File: src/rtl/core/dbe_pkg.sv
// Shared constants, register codes and lane types of the debounce and rotary block.
`default_nettype none

package dbe_pkg;

   localparam int NumLanes = 8;
   localparam int LaneW = 3;
   localparam int LevelW = 8;
   localparam int CountW = 8;
   localparam int LockW = 8;
   localparam int ClickW = 16;
   localparam int IncW = 2;
   localparam int CsrIdxW = 8;
   localparam int CsrDataW = 16;

   localparam int DefaultNumInputs = 8;
   localparam int DefaultFirstChannel = 0;

   localparam logic [LevelW-1:0] EnableReset = 8'hFF;
   localparam logic [LevelW-1:0] StableReset = 8'hFF;
   localparam logic [LevelW-1:0] PendingReset = 8'hFF;
   localparam logic [LockW-1:0] LockTicksReset = 8'd20;
   localparam logic [ClickW-1:0] ClickTicksReset = 16'd500;

   typedef enum logic [CsrIdxW-1:0] {
      RegInputEnable = 8'd0,
      RegRisingEdge  = 8'd1,
      RegFallingEdge = 8'd2,
      RegRotary      = 8'd3,
      RegLockTicks   = 8'd4,
      RegClickTicks  = 8'd5
   } csr_reg_type;

   typedef struct packed {
      logic tick;
      logic active;
      logic sample;
      logic stable;
      logic pending;
      logic enable;
   } lane_ctrl_type;

   typedef struct packed {
      logic              changed;
      logic              accepted;
      logic [CountW-1:0] count;
   } lane_status_type;

endpackage

`default_nettype wire

File: src/rtl/core/dbe_lane.sv
// One input lane: change detection, lockout timer, click timer and click counter.
`default_nettype none

module dbe_lane (
   input  logic                         clock,
   input  logic                         reset,
   input  dbe_pkg::lane_ctrl_type       ctrl_i,
   input  logic [dbe_pkg::LockW-1:0]    lock_ticks,
   input  logic [dbe_pkg::ClickW-1:0]   click_ticks,
   input  logic [dbe_pkg::IncW-1:0]     fire_count,
   output dbe_pkg::lane_status_type     status_o
);
   import dbe_pkg::*;

   logic [LockW-1:0]  lock_ff, lock_in, lock_pre;
   logic [ClickW-1:0] click_ff, click_in, click_pre;
   logic [CountW-1:0] count_ff, count_in, count_pre;
   logic              changed, accepted;

   always_comb begin
      changed = ctrl_i.active && ctrl_i.enable && (ctrl_i.sample != ctrl_i.stable)
                && (lock_ff == '0);
      accepted = changed && ctrl_i.pending;

      lock_pre = (accepted && (lock_ticks != '0)) ? lock_ticks : lock_ff;
      click_pre = (fire_count != '0) ? click_ticks : click_ff;
      count_pre = count_ff + CountW'(fire_count);

      lock_in = lock_ff;
      click_in = click_ff;
      count_in = count_ff;
      if (ctrl_i.tick) begin
         lock_in = lock_pre;
         click_in = click_pre;
         count_in = count_pre;
         if (ctrl_i.active && (lock_pre != '0)) begin
            lock_in = lock_pre - 1'b1;
         end
         if (ctrl_i.active && (click_pre != '0)) begin
            click_in = click_pre - 1'b1;
            if (click_in == '0) begin
               count_in = '0;
            end
         end
      end
   end

   always_ff @(posedge clock) begin
      if (reset) begin
         lock_ff <= '0;
         click_ff <= '0;
         count_ff <= '0;
      end else begin
         lock_ff <= lock_in;
         click_ff <= click_in;
         count_ff <= count_in;
      end
   end

   assign status_o = '{changed: changed, accepted: accepted, count: count_ff};

endmodule

`default_nettype wire

File: src/rtl/core/dbe_merge.sv
// Merging stage: turns the accepted bits of all lanes into ordered triggers and counts.
`default_nettype none

module dbe_merge #(
   parameter int FIRST_CHANNEL = dbe_pkg::DefaultFirstChannel
) (
   input  logic [dbe_pkg::NumLanes-1:0] accepted_i,
   input  logic [dbe_pkg::LevelW-1:0]   stable_i,
   input  logic [dbe_pkg::LevelW-1:0]   sample_i,
   input  logic [dbe_pkg::LevelW-1:0]   rotary_mask,
   input  logic [dbe_pkg::LevelW-1:0]   rising_edge_mask,
   input  logic [dbe_pkg::LevelW-1:0]   falling_edge_mask,
   input  logic [dbe_pkg::CountW-1:0]   counts_i [dbe_pkg::NumLanes],
   output logic [dbe_pkg::NumLanes-1:0] fire_o,
   output logic [dbe_pkg::LaneW-1:0]    chan_o   [dbe_pkg::NumLanes],
   output logic [dbe_pkg::CountW-1:0]   count_o  [dbe_pkg::NumLanes],
   output logic [dbe_pkg::IncW-1:0]     inc_o    [dbe_pkg::NumLanes]
);
   import dbe_pkg::*;

   logic [LevelW-1:0] new_levels;
   logic [LaneW-1:0]  target [NumLanes];
   logic              own    [NumLanes];
   logic              pair_lo [NumLanes];
   logic              pair_hi [NumLanes];
   logic              prior  [NumLanes];

   always_comb begin
      new_levels = stable_i ^ accepted_i;
      for (int b = 0; b < NumLanes; b++) begin
         pair_lo[b] = new_levels[2 * (b / 2)];
         pair_hi[b] = (b % 2 == 1) ? new_levels[2 * (b / 2) + 1] : stable_i[2 * (b / 2) + 1];
         if (rotary_mask[b]) begin
            fire_o[b] = accepted_i[b] && !pair_lo[b] && !pair_hi[b];
            target[b] = LaneW'(2 * (b / 2)) | {{(LaneW-1){1'b0}}, stable_i[2 * (b / 2)]};
         end else begin
            fire_o[b] = accepted_i[b] && ((sample_i[b] && rising_edge_mask[b])
                        || (!sample_i[b] && falling_edge_mask[b]));
            target[b] = LaneW'(b);
         end
         own[b] = (target[b] == LaneW'(b));
      end

      for (int b = 0; b < NumLanes; b++) begin
         if (b % 2 == 1) begin
            prior[b] = fire_o[b - 1] && (target[b - 1] == target[b]);
         end else begin
            prior[b] = 1'b0;
         end
         count_o[b] = (own[b] ? counts_i[b] : counts_i[b ^ 1])
                      + CountW'(prior[b]) + CountW'(1);
         chan_o[b] = target[b] + LaneW'(FIRST_CHANNEL);
         inc_o[b] = IncW'(fire_o[b] && own[b])
                    + IncW'(fire_o[b ^ 1] && (target[b ^ 1] == LaneW'(b)));
      end
   end

endmodule

`default_nettype wire

File: src/rtl/core/dbe_emit.sv
// Trigger buffer of one tick and the result output register.
`default_nettype none

module dbe_emit (
   input  logic                         clock,
   input  logic                         reset,
   input  logic                         load_i,
   input  logic [dbe_pkg::NumLanes-1:0] fire_i,
   input  logic [dbe_pkg::LaneW-1:0]    chan_i  [dbe_pkg::NumLanes],
   input  logic [dbe_pkg::CountW-1:0]   count_i [dbe_pkg::NumLanes],
   input  logic [dbe_pkg::LevelW-1:0]   stable_i,
   output logic                         ready_o,
   output logic                         rsp_valid,
   input  logic                         rsp_stall,
   output logic [dbe_pkg::LaneW-1:0]    rsp_channel,
   output logic [dbe_pkg::CountW-1:0]   rsp_click_count,
   output logic [dbe_pkg::LevelW-1:0]   rsp_stable_levels,
   output logic                         rsp_last
);
   import dbe_pkg::*;

   logic [NumLanes-1:0] rem_ff, rem_in, rem_after;
   logic [LaneW-1:0]    chan_ff [NumLanes];
   logic [CountW-1:0]   count_ff [NumLanes];
   logic [LevelW-1:0]   stable_ff;
   logic                valid_ff;
   logic [LaneW-1:0]    channel_ff;
   logic [CountW-1:0]   click_ff;
   logic [LevelW-1:0]   levels_ff;
   logic                last_ff;
   logic                out_free, take;
   logic [LaneW-1:0]    sel;

   always_comb begin
      out_free = !valid_ff || !rsp_stall;
      take = out_free && (rem_ff != '0);
      sel = '0;
      for (int b = NumLanes - 1; b >= 0; b--) begin
         if (rem_ff[b]) begin
            sel = LaneW'(b);
         end
      end
      rem_after = rem_ff;
      if (take) begin
         rem_after[sel] = 1'b0;
      end
      ready_o = (rem_after == '0);
      rem_in = load_i ? fire_i : rem_after;
   end

   always_ff @(posedge clock) begin
      if (reset) begin
         rem_ff <= '0;
         valid_ff <= 1'b0;
      end else begin
         rem_ff <= rem_in;
         if (take) begin
            valid_ff <= 1'b1;
         end else if (!rsp_stall) begin
            valid_ff <= 1'b0;
         end
      end
   end

   always_ff @(posedge clock) begin
      if (load_i) begin
         chan_ff <= chan_i;
         count_ff <= count_i;
         stable_ff <= stable_i;
      end
      if (take) begin
         channel_ff <= chan_ff[sel];
         click_ff <= count_ff[sel];
         levels_ff <= stable_ff;
         last_ff <= (rem_after == '0);
      end
   end

   assign rsp_valid = valid_ff;
   assign rsp_channel = channel_ff;
   assign rsp_click_count = click_ff;
   assign rsp_stable_levels = levels_ff;
   assign rsp_last = last_ff;

endmodule

`default_nettype wire

File: src/rtl/core/input_debounce_edge_rotary_top.sv
// Top level of the debounced input port with lockout, edge triggers and rotary decoding.
// Results of a tick pass through the trigger buffer and then the output register.
// Throughput: results leave one per cycle while rsp_stall does not hold the output register;
// a tick holds the trigger buffer until its last result moves out, and the next tick is taken
// in that same cycle; a tick that raises no trigger does not hold the buffer.
// Reset: synchronous; settings, control state, lane timers and output valid; not the payload.
`default_nettype none

module input_debounce_edge_rotary_top #(
   parameter int NUM_INPUTS    = dbe_pkg::DefaultNumInputs,
   parameter int FIRST_CHANNEL = dbe_pkg::DefaultFirstChannel
) (
   input  logic                           clock,
   input  logic                           reset,
   input  logic                           req_valid,
   output logic                           req_stall,
   input  logic [dbe_pkg::LevelW-1:0]     req_port_sample,
   output logic                           rsp_valid,
   input  logic                           rsp_stall,
   output logic [dbe_pkg::LaneW-1:0]      rsp_channel,
   output logic [dbe_pkg::CountW-1:0]     rsp_click_count,
   output logic [dbe_pkg::LevelW-1:0]     rsp_stable_levels,
   output logic                           rsp_last,
   input  logic                           csr_valid,
   output logic                           csr_ready,
   input  logic [dbe_pkg::CsrIdxW-1:0]    csr_index,
   input  logic [dbe_pkg::CsrDataW-1:0]   csr_data
);
   import dbe_pkg::*;

   logic [LevelW-1:0] enable_ff, enable_in;
   logic [LevelW-1:0] rise_ff, rise_in;
   logic [LevelW-1:0] fall_ff, fall_in;
   logic [LevelW-1:0] rotary_ff, rotary_in;
   logic [LockW-1:0]  lock_ticks_ff, lock_ticks_in;
   logic [ClickW-1:0] click_ticks_ff, click_ticks_in;
   logic [LevelW-1:0] stable_ff, stable_in;
   logic [LevelW-1:0] pending_ff, pending_in;

   logic                tick;
   logic                emit_ready;
   lane_ctrl_type       lane_ctrl [NumLanes];
   lane_status_type     lane_status [NumLanes];
   logic [NumLanes-1:0] changed, accepted, fire;
   logic [CountW-1:0]   lane_count [NumLanes];
   logic [LaneW-1:0]    chan [NumLanes];
   logic [CountW-1:0]   count [NumLanes];
   logic [IncW-1:0]     inc [NumLanes];

   assign csr_ready = 1'b1;
   assign req_stall = !emit_ready;
   assign tick = req_valid && emit_ready;

   always_comb begin
      enable_in = enable_ff;
      rise_in = rise_ff;
      fall_in = fall_ff;
      rotary_in = rotary_ff;
      lock_ticks_in = lock_ticks_ff;
      click_ticks_in = click_ticks_ff;
      if (csr_valid && csr_ready) begin
         unique case (csr_reg_type'(csr_index))
            RegInputEnable: enable_in = csr_data[LevelW-1:0];
            RegRisingEdge:  rise_in = csr_data[LevelW-1:0];
            RegFallingEdge: fall_in = csr_data[LevelW-1:0];
            RegRotary:      rotary_in = csr_data[LevelW-1:0];
            RegLockTicks:   lock_ticks_in = csr_data[LockW-1:0];
            RegClickTicks:  click_ticks_in = csr_data[ClickW-1:0];
            default: ;
         endcase
      end
   end

   always_comb begin
      for (int g = 0; g < NumLanes; g++) begin
         lane_ctrl[g] = '{tick: tick, active: (g < NUM_INPUTS), sample: req_port_sample[g],
                          stable: stable_ff[g], pending: pending_ff[g], enable: enable_ff[g]};
         changed[g] = lane_status[g].changed;
         accepted[g] = lane_status[g].accepted;
         lane_count[g] = lane_status[g].count;
      end
      stable_in = stable_ff;
      pending_in = pending_ff;
      if (tick) begin
         stable_in = stable_ff ^ accepted;
         pending_in = changed & ~accepted;
      end
   end

   always_ff @(posedge clock) begin
      if (reset) begin
         enable_ff <= EnableReset;
         rise_ff <= '0;
         fall_ff <= '0;
         rotary_ff <= '0;
         lock_ticks_ff <= LockTicksReset;
         click_ticks_ff <= ClickTicksReset;
         stable_ff <= StableReset;
         pending_ff <= PendingReset;
      end else begin
         enable_ff <= enable_in;
         rise_ff <= rise_in;
         fall_ff <= fall_in;
         rotary_ff <= rotary_in;
         lock_ticks_ff <= lock_ticks_in;
         click_ticks_ff <= click_ticks_in;
         stable_ff <= stable_in;
         pending_ff <= pending_in;
      end
   end

   for (genvar g = 0; g < NumLanes; g++) begin : g_lane
      dbe_lane u_lane (
         .clock       (clock),
         .reset       (reset),
         .ctrl_i      (lane_ctrl[g]),
         .lock_ticks  (lock_ticks_ff),
         .click_ticks (click_ticks_ff),
         .fire_count  (inc[g]),
         .status_o    (lane_status[g])
      );
   end

   dbe_merge #(
      .FIRST_CHANNEL (FIRST_CHANNEL)
   ) u_merge (
      .accepted_i        (accepted),
      .stable_i          (stable_ff),
      .sample_i          (req_port_sample),
      .rotary_mask       (rotary_ff),
      .rising_edge_mask  (rise_ff),
      .falling_edge_mask (fall_ff),
      .counts_i          (lane_count),
      .fire_o            (fire),
      .chan_o            (chan),
      .count_o           (count),
      .inc_o             (inc)
   );

   dbe_emit u_emit (
      .clock             (clock),
      .reset             (reset),
      .load_i            (tick),
      .fire_i            (fire),
      .chan_i            (chan),
      .count_i           (count),
      .stable_i          (stable_in),
      .ready_o           (emit_ready),
      .rsp_valid         (rsp_valid),
      .rsp_stall         (rsp_stall),
      .rsp_channel       (rsp_channel),
      .rsp_click_count   (rsp_click_count),
      .rsp_stable_levels (rsp_stable_levels),
      .rsp_last          (rsp_last)
   );

endmodule

`default_nettype wire

File: config.mk
export PLATFORM = sky130hd
export DESIGN_NAME = input_debounce_edge_rotary_top
export DESIGN_NICKNAME = d
export VERILOG_FILES = /design/src/rtl/core/dbe_pkg.sv /design/src/rtl/core/dbe_lane.sv /design/src/rtl/core/dbe_merge.sv /design/src/rtl/core/dbe_emit.sv /design/src/rtl/core/input_debounce_edge_rotary_top.sv
export SDC_FILE = /design/constraint.sdc
export NUM_CORES = 1
export LEC_CHECK = 0
export BUFFER_PORTS_ARGS = -buffer_cell sky130_fd_sc_hd__buf_2
export CORE_ASPECT_RATIO = 1.2
export CORE_MARGIN = 3
export CORE_UTILIZATION = 38
export CTS_BUF_LIST = sky130_fd_sc_hd__clkbuf_8
export DETAILED_ROUTE_END_ITERATION = 8
export HOLD_SLACK_MARGIN = 0.05
export PLACE_DENSITY = 0.53
export SLEW_MARGIN = 40
export SYNTH_ARGS = -nofsm -noshare
export SYNTH_HDL_FRONTEND = slang
export SYNTH_SLANG_ARGS = --single-unit
File: constraint.sdc
create_clock -name clock -period 17.99 [get_ports clock]
set_input_delay 1.799 -clock clock [delete_from_list [all_inputs] [get_ports clock]]
set_output_delay 1.799 -clock clock [all_outputs]
set_load 0.05 [all_outputs]
==> results_dict.tcl, run 1 <==
set metrics [dict create \
    numClockSinks 437 \
    clk_latency_ns 0.70 \
    yosysTopAreaCellShare_pct 23.3 \
    irDropWorstVdd_uv 54.1 \
    clockBufferDepth 3 \
    avgRoutedWirePerCell_um 20.4 \
    required_ns 18.50 \
    drc 0 \
    cts-buffers-inserted 77 \
    synth_top_family_by_area "simple AND/OR/NAND/NOR gates" \
    ys_warn_count 0 \
    grt_pass1_wl_um 143000 \
    postCtsSetupBuffers 0 \
    crit_chain "buf_2 -> xnor2_1 -> nor4_1 -> nand2_1 -> inv_1 -> ha_1 -> nand2b_1 -> a211oi_1 -> and2_1 -> inv_1 -> ha_2 -> buf_4 -> mux2i_1 -> ha_1 -> or4b_1 -> a21o_1 -> a2111oi_0 -> and4_1 -> nand3_1 -> nor3_1 -> a221oi_1" \
    leakage_nw 12.6 \
    multiInputGateArea_um2 18000 \
    synthAdderAreaFrac_pct 4.36 \
    cts_max_level 3 \
    yosys.area.top_type "dfxtp_1" \
    crit_family "simple AND/OR/NAND/NOR gates" \
    ys_top_cells_by_area "dfxtp_1 (23%), edfxtp_1 (10%), mux2i_1 (8.8%), nand2_1 (4.1%), nor2_1 (4.1%)" \
    cts_root_buffer "clkbuf_8" \
    ys_seq_area_share_pct 33.7 \
    path_depth 21 \
    ys_ff_latch 437 \
    min_delay_path_depth 0 \
    wl_met2_um 43000 \
    critPathCaptureType "flop" \
    vias_per_cell 5.68 \
    crit_buf_inv 4 \
    dp_hpwl_um 61600 \
    drive_above_1_share_pct 9.20 \
    antenna_found_initial 1 \
    track_usage_pct 22.6 \
    dr.pass1.iters 5 \
    worst_pin_slew_ns 0.844 \
    dp_slack_ns 10.01 \
    num_vias 25500 \
    row_count 110 \
    areaGrowthSynthToFinish_pct 9.49 \
    fin_tns_setup_ns 0 \
    final_cells 4486 \
    ys_types 99 \
    synth-xor-area-share_pct 6.33 \
    fillers 7614 \
    hold_viol_final 0 \
    cpPeakStageDelay_ns 0.64 \
    arrival_ns 7.88 \
    grt_pass1_vias 24300 \
    postLayoutSetupSlackWorst_ns 10.62 \
    reg2regPathDepth 20 \
    boundaryPins 60 \
    powerDensity_nw_per_um2 150 \
    coreArea_um2 75300 \
    setup_viol 0 \
    synth_flop_cell "dfxtp_1" \
    cts-resized-gates 0 \
    synth.area.mux_share_pct 10.1 \
    dieArea_um2 79500 \
    layout.nets 3550 \
    synth.most_common_cell "dfxtp_1" \
    syn_nets 3599 \
    cts_tree "done" \
    drt_iter0_drc 1790 \
    syn-instance-count 3466 \
    maxCapViolCount 0 \
    cts_hold_buf 0 \
    synth_area_um2 28900 \
    fin_util_pct 42.1 \
    min_period_ns 7.37 \
    fin_skew_ns 0.0405 \
    layout_worst_path_cycle_share_pct 41.0 \
    place_congestion 0.845 \
    start_util_pct 38.4 \
    dp.cells 4346 \
    slew_viol_final 0 \
    crit_fanout 50 \
    dr_wl_met3_um 4110 \
    drt-met1-wl_um 41500 \
    hold-worst-slack_ns 0.424 \
    grt_overflow 0 \
    stdcell_area_um2 31700 \
    drt-total-wl_um 91500 \
    synth-compound-area-share_pct 17.9 \
    post_synth_and_or_nand_nor_area_fraction_pct 23.0 \
    die_h_um 308 \
    rsz0062_at_grt "no" \
    cp-start-kind "primary input" \
    status "completed" \
    synth_edf_count 100 \
    path_clk_slew_ns 0.07 \
    max_freq_mhz 136 \
    placed_cell_area_um2 30100 \
    routed.top_layer "met4" \
    seqCellArea_um2 9750 \
    synth-async-reset-ratio_pct 0 \
    port-buffer-count 58 \
    crit_slowest_cell "a211oi_1" \
    slew_headroom_pct 43.7 \
    grt_max_degree 124 \
    synthTopCellsByCount "dfxtp_1 (337), nand2_1 (316), nor2_1 (316)" \
    total_power_mw 4.77 \
    critPathKind "primary input to flop" \
    syn_area_per_cell_um2 8.35 \
    die_x_um 258 \
    ant_nets 0 \
    hold_class "flop to flop" \
]
[cell type report]
cell class,count,share of cell area [%]
Multi-Input combinational cell,2690,56.7
Clock inverter,46,0.873
Tap cell,1008,3.98
Inverter,92,1.11
Sequential cell,437,30.8
Antenna cell,1,0.00790
Clock buffer,93,4.04
Timing Repair Buffer,119,2.48
[power by group]
part           internal, mW  switching (mW)
Clock                 0.500           0.449
Combinational          1.03            1.38
Sequential             1.21           0.203
[worst reg2reg max path, delay by kind of cell, from the launching register on]
kind / cells / cell delay, ns
AND/OR/NAND/NOR: 9 / 3.17
AO/OA/AOI/OAI: 4 / 1.47
multiplexers: 1 / 0.39
adder cells (fa/ha/maj): 3 / 0.79
buffers and inverters: 3 / 0.69
flip-flops: 1 / 0.38
[flip-flops by register name (all words and copies together), names as in the netlist]
name	flops
u_emit.count_ff	64
lock_ticks_ff	8
u_emit.rem_ff	8
u_emit.rsp_channel	3
pending_ff	8
stable_ff	8
g_lane.u_lane.count_ff	64
g_lane.u_lane.lock_ff	64
click_ticks_ff	16
rotary_ff	8
u_emit.rsp_click_count	8
rise_ff	8
u_emit.stable_ff	8
u_emit.rsp_valid	1
u_emit.rsp_last	1
u_emit.rsp_stable_levels	8
g_lane.u_lane.click_ff	128
u_emit.chan_ff	8
enable_ff	8
fall_ff	8
[routing by layer]
metal  global-route usage, %  up-vias
li1                        -    12500
met1                    30.0    12200
met2                    37.6      604
met3                    2.78      138
met4                    8.50        0
met5                       0        -
[cells in the final DEF, fill, tap and decap left out, drive strengths merged, types with 14 or more instances in the layout]
| cell type | n |
|---|---|
| a21o | 28 |
| inv | 119 |
| a22oi | 55 |
| o21ai | 148 |
| clkbuf | 93 |
| nor4b | 18 |
| a2bb2oi | 14 |
| nand3 | 122 |
| a21oi | 222 |
| dfxtp | 337 |
| o21a | 17 |
| xnor2 | 130 |
| nand2b | 34 |
| o31ai | 15 |
| or3 | 40 |
| mux2i | 254 |
| nor3b | 57 |
| and3 | 29 |
| ha | 88 |
| mux2 | 15 |
| nand3b | 15 |
| xor2 | 79 |
| nor2b | 33 |
| a2111oi | 19 |
| clkinv | 14 |
| edfxtp | 100 |
| nor3 | 172 |
| nor4 | 55 |
| nand4 | 21 |
| a211oi | 58 |
| buf | 119 |
| nand2 | 317 |
| o221ai | 18 |
| or4 | 18 |
| o22ai | 30 |
| a31oi | 26 |
| and2 | 36 |
| nor2 | 317 |
| o211ai | 27 |
| or2 | 14 |
[cells by family after synthesis]
logic type | after synthesis
muxes | 278
other | 1
xor gates and xnor gates | 209
AOI/OAI and AO/OA | 779
buffers and inverters | 339
adders and majority gates | 96
DFF | 437
and+or+nand+nor | 1327
[path summary, 6_finish.rpt]
| kind | startpoint | endpoint | slack, ns |
|---|---|---|---|
| setup / recovery | req_port_sample[6] | g_lane[7].u_lane.count_ff[6] | 10.62 |
| hold / removal | u_emit.stable_ff[7] | u_emit.rsp_stable_levels[7] | 0.42 |
| setup reg to reg | g_lane[6].u_lane.lock_ff[4] | g_lane[7].u_lane.count_ff[6] | 10.90 |
| hold reg to reg | u_emit.stable_ff[7] | u_emit.rsp_stable_levels[7] | 0.42 |
(Power assumes the default switching activity.)
==> inputs of run 2 (changes only) <==
--- a/config.mk
+++ b/config.mk
@@ -12,7 +12,7 @@
 export CTS_BUF_LIST = sky130_fd_sc_hd__clkbuf_8
 export DETAILED_ROUTE_END_ITERATION = 8
 export HOLD_SLACK_MARGIN = 0.05
-export PLACE_DENSITY = 0.53
+export PLACE_DENSITY = 0.55
 export SLEW_MARGIN = 40
 export SYNTH_ARGS = -nofsm -noshare
 export SYNTH_HDL_FRONTEND = slang
==> constraint.sdc (replaced) <==
create_clock -name clock -period 6.01 [get_ports clock]
set_input_delay 0.601 -clock clock [delete_from_list [all_inputs] [get_ports clock]]
set_output_delay 0.601 -clock clock [all_outputs]
set_load 0.05 [all_outputs]
==> run 2 against run 1 <==
Effect of this change:
- non-clock buffer count up 27
- critical path depth shrank 1
- combinational power rose to 3.1 times the previous value
- flip-flop and latch count unchanged
- worst hold slack worse by 0.26 ns
==> results_dict.tcl, run 2 (synthesis results as in run 1) <==
set metrics [dict create \
    status "completed" \
    cts_tree "done" \
    crit_fanout 9 \
    drt-total-wl_um 92000 \
    slew_headroom_pct 42.1 \
    final_cell_mix "dfxtp_1 (336), nand2_1 (316), nor2_1 (313)" \
    dp_hpwl_um 63100 \
    regToRegSetupSlack_ns 0.43 \
    drt_iter0_drc 1742 \
    num_vias 25800 \
    fin_skew_ns 0.0616 \
    postLayoutSetupSlackWorst_ns 0.431 \
    drive_above_1_share_pct 10.0 \
    start_util_pct 38.4 \
    worst_pin_slew_ns 0.867 \
    path_clk_slew_ns 0.07 \
    die_h_um 308 \
    row_count 110 \
    postCtsSetupBuffers 0 \
    track_usage_pct 22.4 \
    final_common_cell "dfxtp_1" \
    hold_viol_final 0 \
    leakage_nw 12.8 \
    hold_class "primary input to flop" \
    layout.nets 3578 \
    drc 0 \
    clk_latency_ns 0.70 \
    total_power_mw 14.4 \
    grt_pass1_wl_um 142000 \
    grt_pass1_vias 24400 \
    reg2regPathDepth 20 \
    min_from "csr_data[9]" \
    largest_reg_flops 128 \
    dp_slack_ns 0.438 \
    largest-register "g_lane.u_lane.click_ff" \
    rr_startpoint "g_lane[6].u_lane.lock_ff[4]" \
    min_delay_path_depth 3 \
    boundaryPins 60 \
    maxCapViolCount 0 \
    grt_max_degree 136 \
    cts_hold_buf 0 \
    fin_tns_setup_ns 0 \
    cts_max_level 3 \
    min_period_ns 5.58 \
    irDropWorstVdd_uv 156 \
    die_x_um 258 \
    coreArea_um2 75300 \
    cp-start-kind "flop" \
    crit_slowest_cell "or4_1" \
    layout_worst_path_cycle_share_pct 92.8 \
    critPathCaptureType "flop" \
    areaGrowthSynthToFinish_pct 10.3 \
    critPathKind "flop to flop" \
    numClockSinks 437 \
    max_freq_mhz 179 \
    slew_viol_final 0 \
    fillers 7577 \
    dr.pass1.iters 6 \
    crit-reg2reg-capture "g_lane[7].u_lane.count_ff[6]" \
    place_congestion 0.889 \
    vias_per_cell 5.72 \
    port-buffer-count 58 \
    cts-buffers-inserted 78 \
    clockBufferDepth 3 \
    dieArea_um2 79500 \
    cts_root_buffer "clkbuf_8" \
    setup_viol 0 \
    fin_util_pct 42.4 \
    arrival_ns 6.08 \
    ant_nets 0 \
    cpPeakStageDelay_ns 0.63 \
    antenna_found_initial 2 \
    avgRoutedWirePerCell_um 20.4 \
    crit_chain "or4_1 -> nor4_4 -> nand2_1 -> inv_1 -> ha_1 -> nand2b_1 -> a211oi_1 -> buf_4 -> and2_1 -> inv_1 -> ha_2 -> mux2i_2 -> ha_1 -> nor4bb_2 -> nor2_1 -> or4_1 -> a22oi_1 -> nand3_1 -> nor3_4 -> a221oi_1" \
    cts-resized-gates 0 \
    powerDensity_nw_per_um2 452 \
    hold-worst-slack_ns 0.167 \
    required_ns 6.51 \
    min_to "click_ticks_ff[9]" \
    grt_overflow 0 \
]
[run 2: worst max-delay path: cells and delay by family, from the launching register on]
family	cells	cell delay, ns
AOI/OAI and AO/OA	3	0.66
DFF	1	0.38
and+or+nand+nor	10	2.94
buffers and inverters	3	0.35
adders and majority gates	3	0.75
muxes	1	0.28
[run 2: final cells by class]
cell class                 instances  area, µm²  area share (%)
multi-input combinational       2690      18000            56.4
sequential                       437       9750            30.6
clock buffer                      95       1310            4.10
tap                             1008       1260            3.95
timing repair buffer             146        998            3.13
inverter                          92        353            1.11
clock inverter                    46        240           0.753
antenna                            2       5.00          0.0157
[run 2: worst max-delay path by stage]
stage,from,end,slack (ns),depth (start not counted)
3_3_place_gp,g_lane[6].u_lane.lock_ff[4],g_lane[7].u_lane.count_ff[6],0.49,20
6_report,g_lane[6].u_lane.lock_ff[4],g_lane[7].u_lane.count_ff[6],0.43,20
3_5_place_dp,g_lane[6].u_lane.lock_ff[4],g_lane[7].u_lane.count_ff[6],0.44,20
2_1_floorplan,g_lane[6].u_lane.lock_ff[4],g_lane[7].u_lane.count_ff[7],0.01,25
5_1_grt,g_lane[6].u_lane.lock_ff[4],g_lane[7].u_lane.count_ff[0],-0.01,20
4_1_cts,g_lane[6].u_lane.lock_ff[4],g_lane[7].u_lane.count_ff[6],0.33,20
[run 2: stage by stage]
step / std cells / area, µm²
finish: 4516 / 31900
global route: 4515 / 31900
CTS: 4514 / 31900
detailed placement: 4373 / 30300
global placement: 4373 / 30300
floorplan: 3466 / 29000
[run 2: power by group]
group	total [mW]	internal [mW]	switching, mW
Sequential	4.22	3.61	0.610
Clock	2.84	1.48	1.36
Combinational	7.37	3.17	4.20
[run 2: layer usage]
metal  track usage (%)  part of all wire, %
met4              7.95                  2.9
met3              2.63                  4.7
met5                 0                0.014
met1              29.4                   45
met2              38.1                   47
